--- src/sv/d2c_fifo.sv ---
// Small queue between front end and back end.
module d2c_fifo #(
  parameter int W  = 32,
  parameter int AW = 2
) (
  input  logic         clk,
  input  logic         rst,
  input  logic         push,
  input  logic [W-1:0] push_data,
  input  logic         pop,
  output logic [W-1:0] pop_data,
  output logic         not_empty,
  output logic         full
);

  localparam int DEPTH = 1 << AW;

  logic [W-1:0]  mem [DEPTH];
  logic [AW-1:0] wr_ptr, rd_ptr;
  logic [AW:0]   count;

  assign not_empty = count != '0;
  assign full      = count == (AW+1)'(DEPTH);
  assign pop_data  = mem[rd_ptr];

  always_ff @(posedge clk) begin
    if (push) begin
      mem[wr_ptr] <= push_data;
    end
  end

  always_ff @(posedge clk) begin
    if (rst) begin
      wr_ptr <= '0;
      rd_ptr <= '0;
      count  <= '0;
    end else begin
      if (push) wr_ptr <= wr_ptr + 1'b1;
      if (pop)  rd_ptr <= rd_ptr + 1'b1;
      count <= count + (AW+1)'(push) - (AW+1)'(pop);
    end
  end

endmodule

--- config.mk ---
export PLATFORM = sky130hd
export DESIGN_NAME = d2c_fifo
export DESIGN_NICKNAME = d
export VERILOG_FILES = /design/src/sv/d2c_fifo.sv
export SDC_FILE = /design/constraint.sdc
export NUM_CORES = 1
export LEC_CHECK = 0
export ABC_AREA = 1
export BUFFER_PORTS_ARGS = -buffer_cell sky130_fd_sc_hd__buf_2
export CAP_MARGIN = 20
export CORE_MARGIN = 2
export CORE_UTILIZATION = 40
export CTS_CLUSTER_SIZE = 14
export DETAILED_ROUTE_END_ITERATION = 12
export PLACE_DENSITY = 0.57
export SETUP_SLACK_MARGIN = 0.2
export SYNTH_ARGS = -nofsm -noshare
export SYNTH_HDL_FRONTEND = slang
export SYNTH_SLANG_ARGS = --single-unit
export TNS_END_PERCENT = 20
--- constraint.sdc ---
create_clock -name clk -period 2.5 [get_ports clk]
set_clock_uncertainty 0.2 [all_clocks]
set_input_delay 0.125 -clock clk [delete_from_list [all_inputs] [get_ports clk]]
set_output_delay 0.125 -clock clk [all_outputs]
set_load 0.1 [all_outputs]
==> flow_metrics.env <==
export IMPL_place_ws_ns=0.426
export IMPL_ys_flop_type="edfxtp_1"
export IMPL_place_area_um2=6030
export IMPL_num_vias=3438
export IMPL_period_needed_ns=2.19
export IMPL_synth_top_cells_by_count="edfxtp_1, inv_1, nand2_1"
export IMPL_fin_nets=591
export IMPL_async_flop_share_pct=0
export IMPL_endpoint="pop_data[28]"
export IMPL_multi_input_area_um2=1000
export IMPL_synth_edf_count=128
export IMPL_grt_ovfl_total=0
export IMPL_antenna_found_initial=0
export IMPL_hold_violations=0
export IMPL_timing_fmax_mhz=457
export IMPL_die_width_um=121
export IMPL_synthDominantCellAreaShare_pct=69.8
export IMPL_cp_slowest_cell="dfxtp_4"
export IMPL_ys_warn_count=0
export IMPL_synthCells=429
export IMPL_worstPathArrival_ns=1.86
export IMPL_hp_class="in2reg"
export IMPL_regArea_um2=4030
export IMPL_finalInstanceArea_um2=7010
export IMPL_setup_viol=0
export IMPL_synthesis_nets=472
export IMPL_r2r_start="count[0]"
export IMPL_start_util_pct=41.2
export IMPL_syn_cell_area_um2=5510
export IMPL_slew_violations=0
export IMPL_relSlewSlack_pct=66.4
export IMPL_numCtsBuffers=17
export IMPL_ant_nets=0
export IMPL_crit_path_end_kind="output port"
export IMPL_crit_required_ns=2.17
export IMPL_cap_violations=0
export IMPL_drtPass1Iterations=4
export IMPL_fillers=1137
export IMPL_yosys_area_share_simple_pct=5.36
export IMPL_routed_wl_um=10800
export IMPL_rows=42
export IMPL_synth_top_family_by_area="compound AO/OA/AOI/OAI gates"
export IMPL_hold_slack_ns=0.247
export IMPL_clk_pin_slew_ns=0.05
export IMPL_drtIter0Drc=236
export IMPL_htree_levels=4
export IMPL_outcome="finished clean"
export IMPL_period_share_pct=87.6
export IMPL_io_pins=70
export IMPL_cts_sinks=137
export IMPL_powerDensity_nw_per_um2=892
export IMPL_r2r_end="count[0]"
export IMPL_cts_buffer_depth=2
export IMPL_via_per_inst=4.66
export IMPL_cp_start_kind="register"
export IMPL_clk_latency_ns=0.41
export IMPL_final_util_pct=52.5
export IMPL_synth_xor_area_share_pct=0
export IMPL_ir_drop_uv=718
export IMPL_synth_compound_area_share_pct=11.1
export IMPL_rsz0062_at_grt="no"
export IMPL_ys_seq_area_share_pct=73.1
export IMPL_tightest_slew_ns=0.507
export IMPL_fin_cells=737
export IMPL_reg2regPathDepth=7
export IMPL_yosys_top_cells_area="edfxtp_1, inv_1, nand2_1, o211ai_1, a21oi_1"
export IMPL_place_gp_congestion=0.706
export IMPL_r2r_setup_slack_ns=0.59
export IMPL_cts_root_buf="clkbuf_16"
export IMPL_synthAdderAreaFrac_pct=1.73
export IMPL_postSynthAreaPerCell_um2=12.8
export IMPL_cp_cell_sequence="buf_12 -> o211ai_1 -> nand2_1 -> buf_2"
export IMPL_routedWlPerCell_um=14.7
export IMPL_total_leakage_power_nw=2.82
export IMPL_grtUsageTotal_pct=15.4
export IMPL_timing_setup_critical_path_class="reg2out"
export IMPL_place_inst=667
export IMPL_crit_fanout=30
export IMPL_fin_setup_tns_ns=0
export IMPL_die_area_um2=14700
export IMPL_synth_top_area_cell="edfxtp_1"
export IMPL_muxShareOfSynthArea_pct=0
export IMPL_layout_drive_gt1_share_pct=20.0
export IMPL_timing_final_ws_setup_ns=0.311
export IMPL_yosysUniqueCellTypes=16
export IMPL_diodes=0
export IMPL_port_buffers=69
export IMPL_hpwl_um=6350
export IMPL_cp_slowest_stage_delay_ns=0.57
export IMPL_dieHeight_um=121
export IMPL_remaining_drc_errors=0
export IMPL_first_global_vias=3300
export IMPL_p_total_mw=6.26
export IMPL_grt_pass1_wl_um=16700
export IMPL_cts_tree="done"
export IMPL_synthToLayoutAreaGrowth_pct=27.3
export IMPL_synth_most_common_cell="edfxtp_1"
export IMPL_yosys_register_bits=137
export IMPL_coreArea_um2=13300
export IMPL_grt_max_degree=45
==> cells by family (layout without fill, tap and decap cells) <==
logic type / after synthesis / count (layout)
flops: 137 / 137
buf+inv: 101 / 233
compound gates: 106 / 106
fa+ha+maj: 7 / 7
simple gates: 78 / 78
==> where the power goes <==
group / leakage, nW / switching (mW) / internal [mW]
Clock: 0.273 / 0.879 / 1.55
Sequential: 1.25 / 0.0457 / 2.62
Combinational: 1.30 / 0.916 / 0.239
==> layout by cell type (no fill, tap or decap), types with 3 or more instances in the layout <==
cell,Yosys,final
edfxtp_1,128,128
inv_1,80,80
nand2_1,72,72
buf_2,9,62
a21oi_1,38,38
dlygate4sd3_1,0,36
o211ai_1,32,32
o21ai_0,28,28
clkbuf_16,0,17
buf_4,2,15
o21ai_1,8,8
dfxtp_1,9,7
ha_1,6,6
clkbuf_1,0,5
nor2_1,4,4
clkbuf_4,0,4
clkinv_2,0,3
bufinv_16,0,3
buf_12,0,3
==> worst min path at each step <==
stage | startpoint | to | slack [ns] | depth (start not counted)
6_report | rst | count[1] | 0.25 | 3
5_1_grt | rst | count[1] | 0.25 | 3
4_1_cts | rst | count[1] | 0.23 | 3
3_5_place_dp | rst | count[1] | 0.13 | 2
3_3_place_gp | rst | count[1] | 0.13 | 2
2_1_floorplan | rst | count[0] | -0.004 | 1
==> per-layer routing <==
layer / part of all wire, % / up-vias / global-route usage, %
li1: - / 1718 / -
met2: 49 / 78 / 24.6
met4: 0.87 / 0 / 5.46
met3: 4.8 / 8 / 5.45
met1: 46 / 1634 / 19.4
met5: 0 / - / 0
==> timing repair <==
| action | 4_1_cts | 5_1_grt |
|---|---|---|
| hold buffers | 36 | 0 |
| setup buffers | 1 | 1 |
| resized for setup | 4 | 4 |
| endpoints found under the hold margin | 137 | 0 |
| gates cloned | 0 | 0 |
| pin swaps | 0 | 0 |
| endpoints found under the setup margin | 22 | 19 |
==> area by class of cell <==
cell class	count	share of cell area [%]
clock buffers	22	6.34
repair buffers	121	12.6
multi-input cells	191	14.3
clock inverters	10	1.82
flip-flops and latches	137	57.5
inverters	80	4.28
well taps	176	3.14
==> flip-flops by register name, indices dropped and copies added, names as in the netlist, named ones only <==
register  cells
mem         128
count         3
rd_ptr        2
wr_ptr        2
==> critical path, delay by kind of cell (launching register included) <==
| family | cells | cell delay [ns] |
|---|---|---|
| compound gates | 1 | 0.10 |
| flops | 1 | 0.57 |
| simple gates | 1 | 0.10 |
| buf+inv | 2 | 0.65 |
Note: power is estimated with default switching activity, not from simulation.
