`src/sv/d2c_pkg.sv`:
```
// Package: shared types and constants of the depth-to-color registration unit.
package d2c_pkg;

  // projection coefficients, R row-major (r[0]=R00 .. r[8]=R22), t[0..2]=T
  typedef struct packed {
    logic [2:0][31:0] t;
    logic [8:0][31:0] r;
  } coef_t;

  typedef enum logic [2:0] {
    REG_R00_R01 = 3'd0,
    REG_R02_R10 = 3'd1,
    REG_R11_R12 = 3'd2,
    REG_R20_R21 = 3'd3,
    REG_R22_T0  = 3'd4,
    REG_T1_T2   = 3'd5,
    REG_FRAME_W = 3'd6,
    REG_FRAME_H = 3'd7
  } reg_idx_t;

  localparam int DEPTH_SHIFT    = 4;
  localparam int DEPTH_W        = 12;
  localparam int ZDEN_THRESHOLD = 16;
  localparam int T_SHIFT        = 16;

endpackage

```
`src/sv/d2c_front.sv`:
```
// Front end: accepts depth words, tracks raster position, pushes work items.
module d2c_front import d2c_pkg::*; #(
  parameter int CW  = 10,
  parameter int RW  = 10,
  parameter int WEW = 11,
  parameter int HEW = 11
) (
  input  logic                      clk,
  input  logic                      rst,
  input  logic                      s_tvalid,
  output logic                      s_tready,
  input  logic [15:0]               s_tdata,   // depth_raw[15:0]
  input  logic                      s_tuser,   // frame_start
  input  logic [WEW-1:0]            w_eff,
  input  logic [HEW-1:0]            h_eff,
  input  logic                      q_full,
  output logic                      q_push,
  output logic [DEPTH_W+CW+RW-1:0]  q_data
);

  localparam int CCW = CW + WEW;
  localparam int RCW = RW + HEW;

  logic [CW-1:0] column_count, column_count_next, col;
  logic [RW-1:0] row_count, row_count_next, row;
  logic          acc;

  assign s_tready = !q_full;
  assign acc      = s_tvalid && s_tready;
  assign q_push   = acc;

  assign col = s_tuser ? '0 : column_count;
  assign row = s_tuser ? '0 : row_count;

  assign q_data = {row, col, s_tdata[15:DEPTH_SHIFT]};

  always_comb begin
    column_count_next = col + 1'b1;
    row_count_next    = row;
    if (CCW'(col) + CCW'(1) >= CCW'(w_eff)) begin
      column_count_next = '0;
      if (RCW'(row) + RCW'(1) >= RCW'(h_eff)) begin
        row_count_next = '0;
      end else begin
        row_count_next = row + 1'b1;
      end
    end
  end

  always_ff @(posedge clk) begin
    if (rst) begin
      column_count <= '0;
      row_count    <= '0;
    end else if (acc) begin
      column_count <= column_count_next;
      row_count    <= row_count_next;
    end
  end

endmodule

```
`config.mk`:
```
export PLATFORM = sky130hd
export DESIGN_NAME = d2c_front
export DESIGN_NICKNAME = d
export VERILOG_FILES = /design/src/sv/d2c_pkg.sv /design/src/sv/d2c_front.sv
export SDC_FILE = /design/constraint.sdc
export NUM_CORES = 1
export LEC_CHECK = 0
export ABC_AREA = 1
export BUFFER_PORTS_ARGS = -buffer_cell sky130_fd_sc_hd__buf_4
export CAP_MARGIN = 5
export CORE_MARGIN = 5
export CORE_UTILIZATION = 30
export DETAILED_ROUTE_END_ITERATION = 10
export PLACE_DENSITY = 0.62
export REMOVE_ABC_BUFFERS = 1
export SETUP_SLACK_MARGIN = 0.05
export SKIP_CTS_REPAIR_TIMING = 1
export SYNTH_ARGS = -nofsm -noshare
export SYNTH_HDL_FRONTEND = slang
export SYNTH_SLANG_ARGS = --single-unit
```
`constraint.sdc`:
```
create_clock -name clk -period 7 [get_ports clk]
set_input_delay 0 -clock clk [delete_from_list [all_inputs] [get_ports clk]]
set_output_delay 0 -clock clk [all_outputs]
set_load 0.03 [all_outputs]
```
==> metrics.yaml <==
synth_edf_count: 0
maxSlewHeadroom_pct: 45.4
leakage_nw: 1.42
start_util_pct: 31.0
grt_usage_pct: 12.7
wl_met3_um: 350
synth.avg_cell_area_um2: 6.51
yosysSeqAreaShare_pct: 17.8
drc: 0
core.rowCount: 31
synthFlopType: "dfxtp_1"
drive_gt1_share_pct: 25.2
drtPass1Iterations: 4
worst_pin_slew_ns: 0.817
crit_type: "register to register"
synthCells: 345
clock_latency_ns: 0.26
antenna_found_initial: 0
cts_tree: "done"
cp_common_cell: "nand2_1"
grt_max_degree: 23
fin_crit_ns: 3.63
fin_cells: 476
critPathLaunchType: "register"
top_layer: "met4"
fin_setup_tns_ns: 0
crit_path_start: "column_count[0]"
max-vdd-ir-drop_v: 0.0000886
crit_arrival_ns: 3.82
drt_iter0_markers: 119
cp.buffers_inverters: 2
worstSetupEndpoint: "column_count[0]"
setup_viol: 0
clock-sinks: 20
status: "finished, final reports clean"
cts_max_level: 1
required_ns: 7.19
fmax_mhz: 276
wire_per_inst_um: 11.7
port_buffers: 48
insertedDiodeCount: 0
slew_viol_final: 0
clock_path_buffers: 2
die_h_um: 96.5
cts_buffers: 3
fin_skew_ns: 0.00675
max_stage_delay_ns: 0.57
clkSlewWorstSetupHoldPaths_ns: 0.08
die_w_um: 96.5
path_depth: 16
post-place-cells: 472
reg2reg_depth: 16
vias_per_cell: 4.43
synth_cell_types: 31
grt_pass1_wl_um: 9450
rsz0062_at_grt: "no"
reg2reg_to: "column_count[0]"
async_flop_share_pct: 0
power-per-cell-area_nw_per_um2: 108
endpoint_kind: "register"
nets: 445
num_vias: 2108
place.gp.congestion: 0.820
crit_fanout: 11
root_buffer: "clkbuf_8"
hpwl_um: 4460
crit_chain: "inv_1 > nor2_1 > ha_1 > nand3_2 > nor2_4 > nand3_1 > nand2_1 > inv_2 > ha_1 > nand2_1 > nand2_1 > a21oi_1 > nand4_1 > nor2_2 > o21ai_0 > a21oi_1"
syn2layout_area_growth_pct: 18.3
routedLengthMet1_um: 2520
wirelength_um: 5590
ant_nets: 0
synth-warning-count: 0
hold_viol: 0
grt_overflow: 0
fill_cells: 777
dieArea_um2: 9320
max-cap-violations: 0
grt_pass1_vias: 2107
synth-seq-cells: 20
reg2reg_slack_ns: 3.37
met2WireLength_um: 2700
core-area_um2: 7250
crit_slowest_cell: "nor2_2"
rr_startpoint: "column_count[0]"
synth_area_um2: 2250
hold_path_class: "input port to primary output"
crit_family: "simple AND/OR/NAND/NOR gates"
period_share_pct: 51.8
ioPinCount: 77
hold_ws_ns: 0.0000890
-- final cells by class --
type                            instances  area [um^2]  area share [%]
Clock buffer                            3         41.3            1.55
Sequential cell                        20          400            15.1
Clock inverter                          1         30.0            1.13
Inverter                               71          267            10.0
Tap cell                               99          124            4.66
Timing Repair Buffer                   48          360            13.6
Multi-Input combinational cell        234         1430            54.0
-- cells in the final DEF (no fill, tap or decap), types with 2 or more instances in the layout --
cell type / Yosys / final
nor2_1: 25 / 25
nor2_8: 3 / 3
nand4_1: 8 / 8
nand2_1: 84 / 84
nor2_4: 8 / 8
nand3_1: 8 / 8
inv_1: 61 / 61
nor2_2: 8 / 8
dfxtp_1: 20 / 20
clkbuf_8: 0 / 3
a21oi_1: 25 / 25
o21ai_0: 9 / 9
inv_2: 10 / 10
xnor2_1: 4 / 4
nand3_2: 3 / 3
a22oi_1: 5 / 5
buf_4: 12 / 48
a21oi_2: 4 / 4
nand2_2: 4 / 4
ha_1: 24 / 24
nor3_2: 2 / 2
xor2_1: 5 / 5
-- stage by stage --
step / total power, W / utilization (%) / cell area (um^2) / setup WS, ns
floorplan: 0.000146 / - / 2100 / 3.76
global placement: 0.000171 / 35.6 / 2580 / 3.43
detailed placement: 0.000172 / 35.6 / 2580 / 3.40
CTS: 0.000290 / 36.6 / 2660 / 3.36
global route: 0.000301 / 36.6 / 2660 / 3.00
finish: 0.000286 / 36.6 / 2660 / 3.37
-- Yosys cell counts (all sizes together) (5+ instances only) --
library cell / instances / share of area [%]
nor2: 44 / 13
nand3: 11 / 3.1
o21ai: 9 / 2.0
xor2: 5 / 1.9
nand4: 8 / 2.2
dfxtp: 20 / 18
a22oi: 5 / 1.7
ha: 24 / 13
buf: 16 / 5.8
nand2: 89 / 16
a21oi: 29 / 7.1
inv: 71 / 12
-- layer usage --
layer / GRT usage, % / vias to the layer above
met5: 2.38 / -
met4: 1.64 / 0
met3: 3.80 / 2
met2: 22.6 / 56
met1: 15.3 / 917
li1: - / 1133
-- how the worst min path moves through the flow --
stage,startpoint,to,slack (ns),depth (start not counted)
after CTS,s_tdata[10],q_data[6],0.0002,0
after global routing,s_tdata[13],q_data[9],0.0002,0
after detailed placement,s_tdata[10],q_data[6],0.0002,0
after global placement,s_tdata[10],q_data[6],0.0002,0
after floorplan,s_tdata[4],q_data[0],0,0
final,s_tdata[10],q_data[6],0.00009,0
-- where the power goes --
part           total (W)  internal [W]  switching [W]
Clock           0.000117     0.0000763      0.0000407
Sequential      0.000116      0.000115    0.000000846
Combinational  0.0000523     0.0000209      0.0000315
Total           0.000286      0.000213      0.0000730
-- registers in the layout (all words and copies together), names as in the netlist --
name,cells
row_count,10
column_count,10
-- kinds of logic after synthesis --
logic type	count (synthesis)	synth area share, %
flops	20	17.8
compound gates	44	11.1
simple gates	157	35.8
xor+xnor	9	3.51
buf+inv	91	18.3
fa+ha+maj	24	13.4
(Power assumes the default switching activity.)
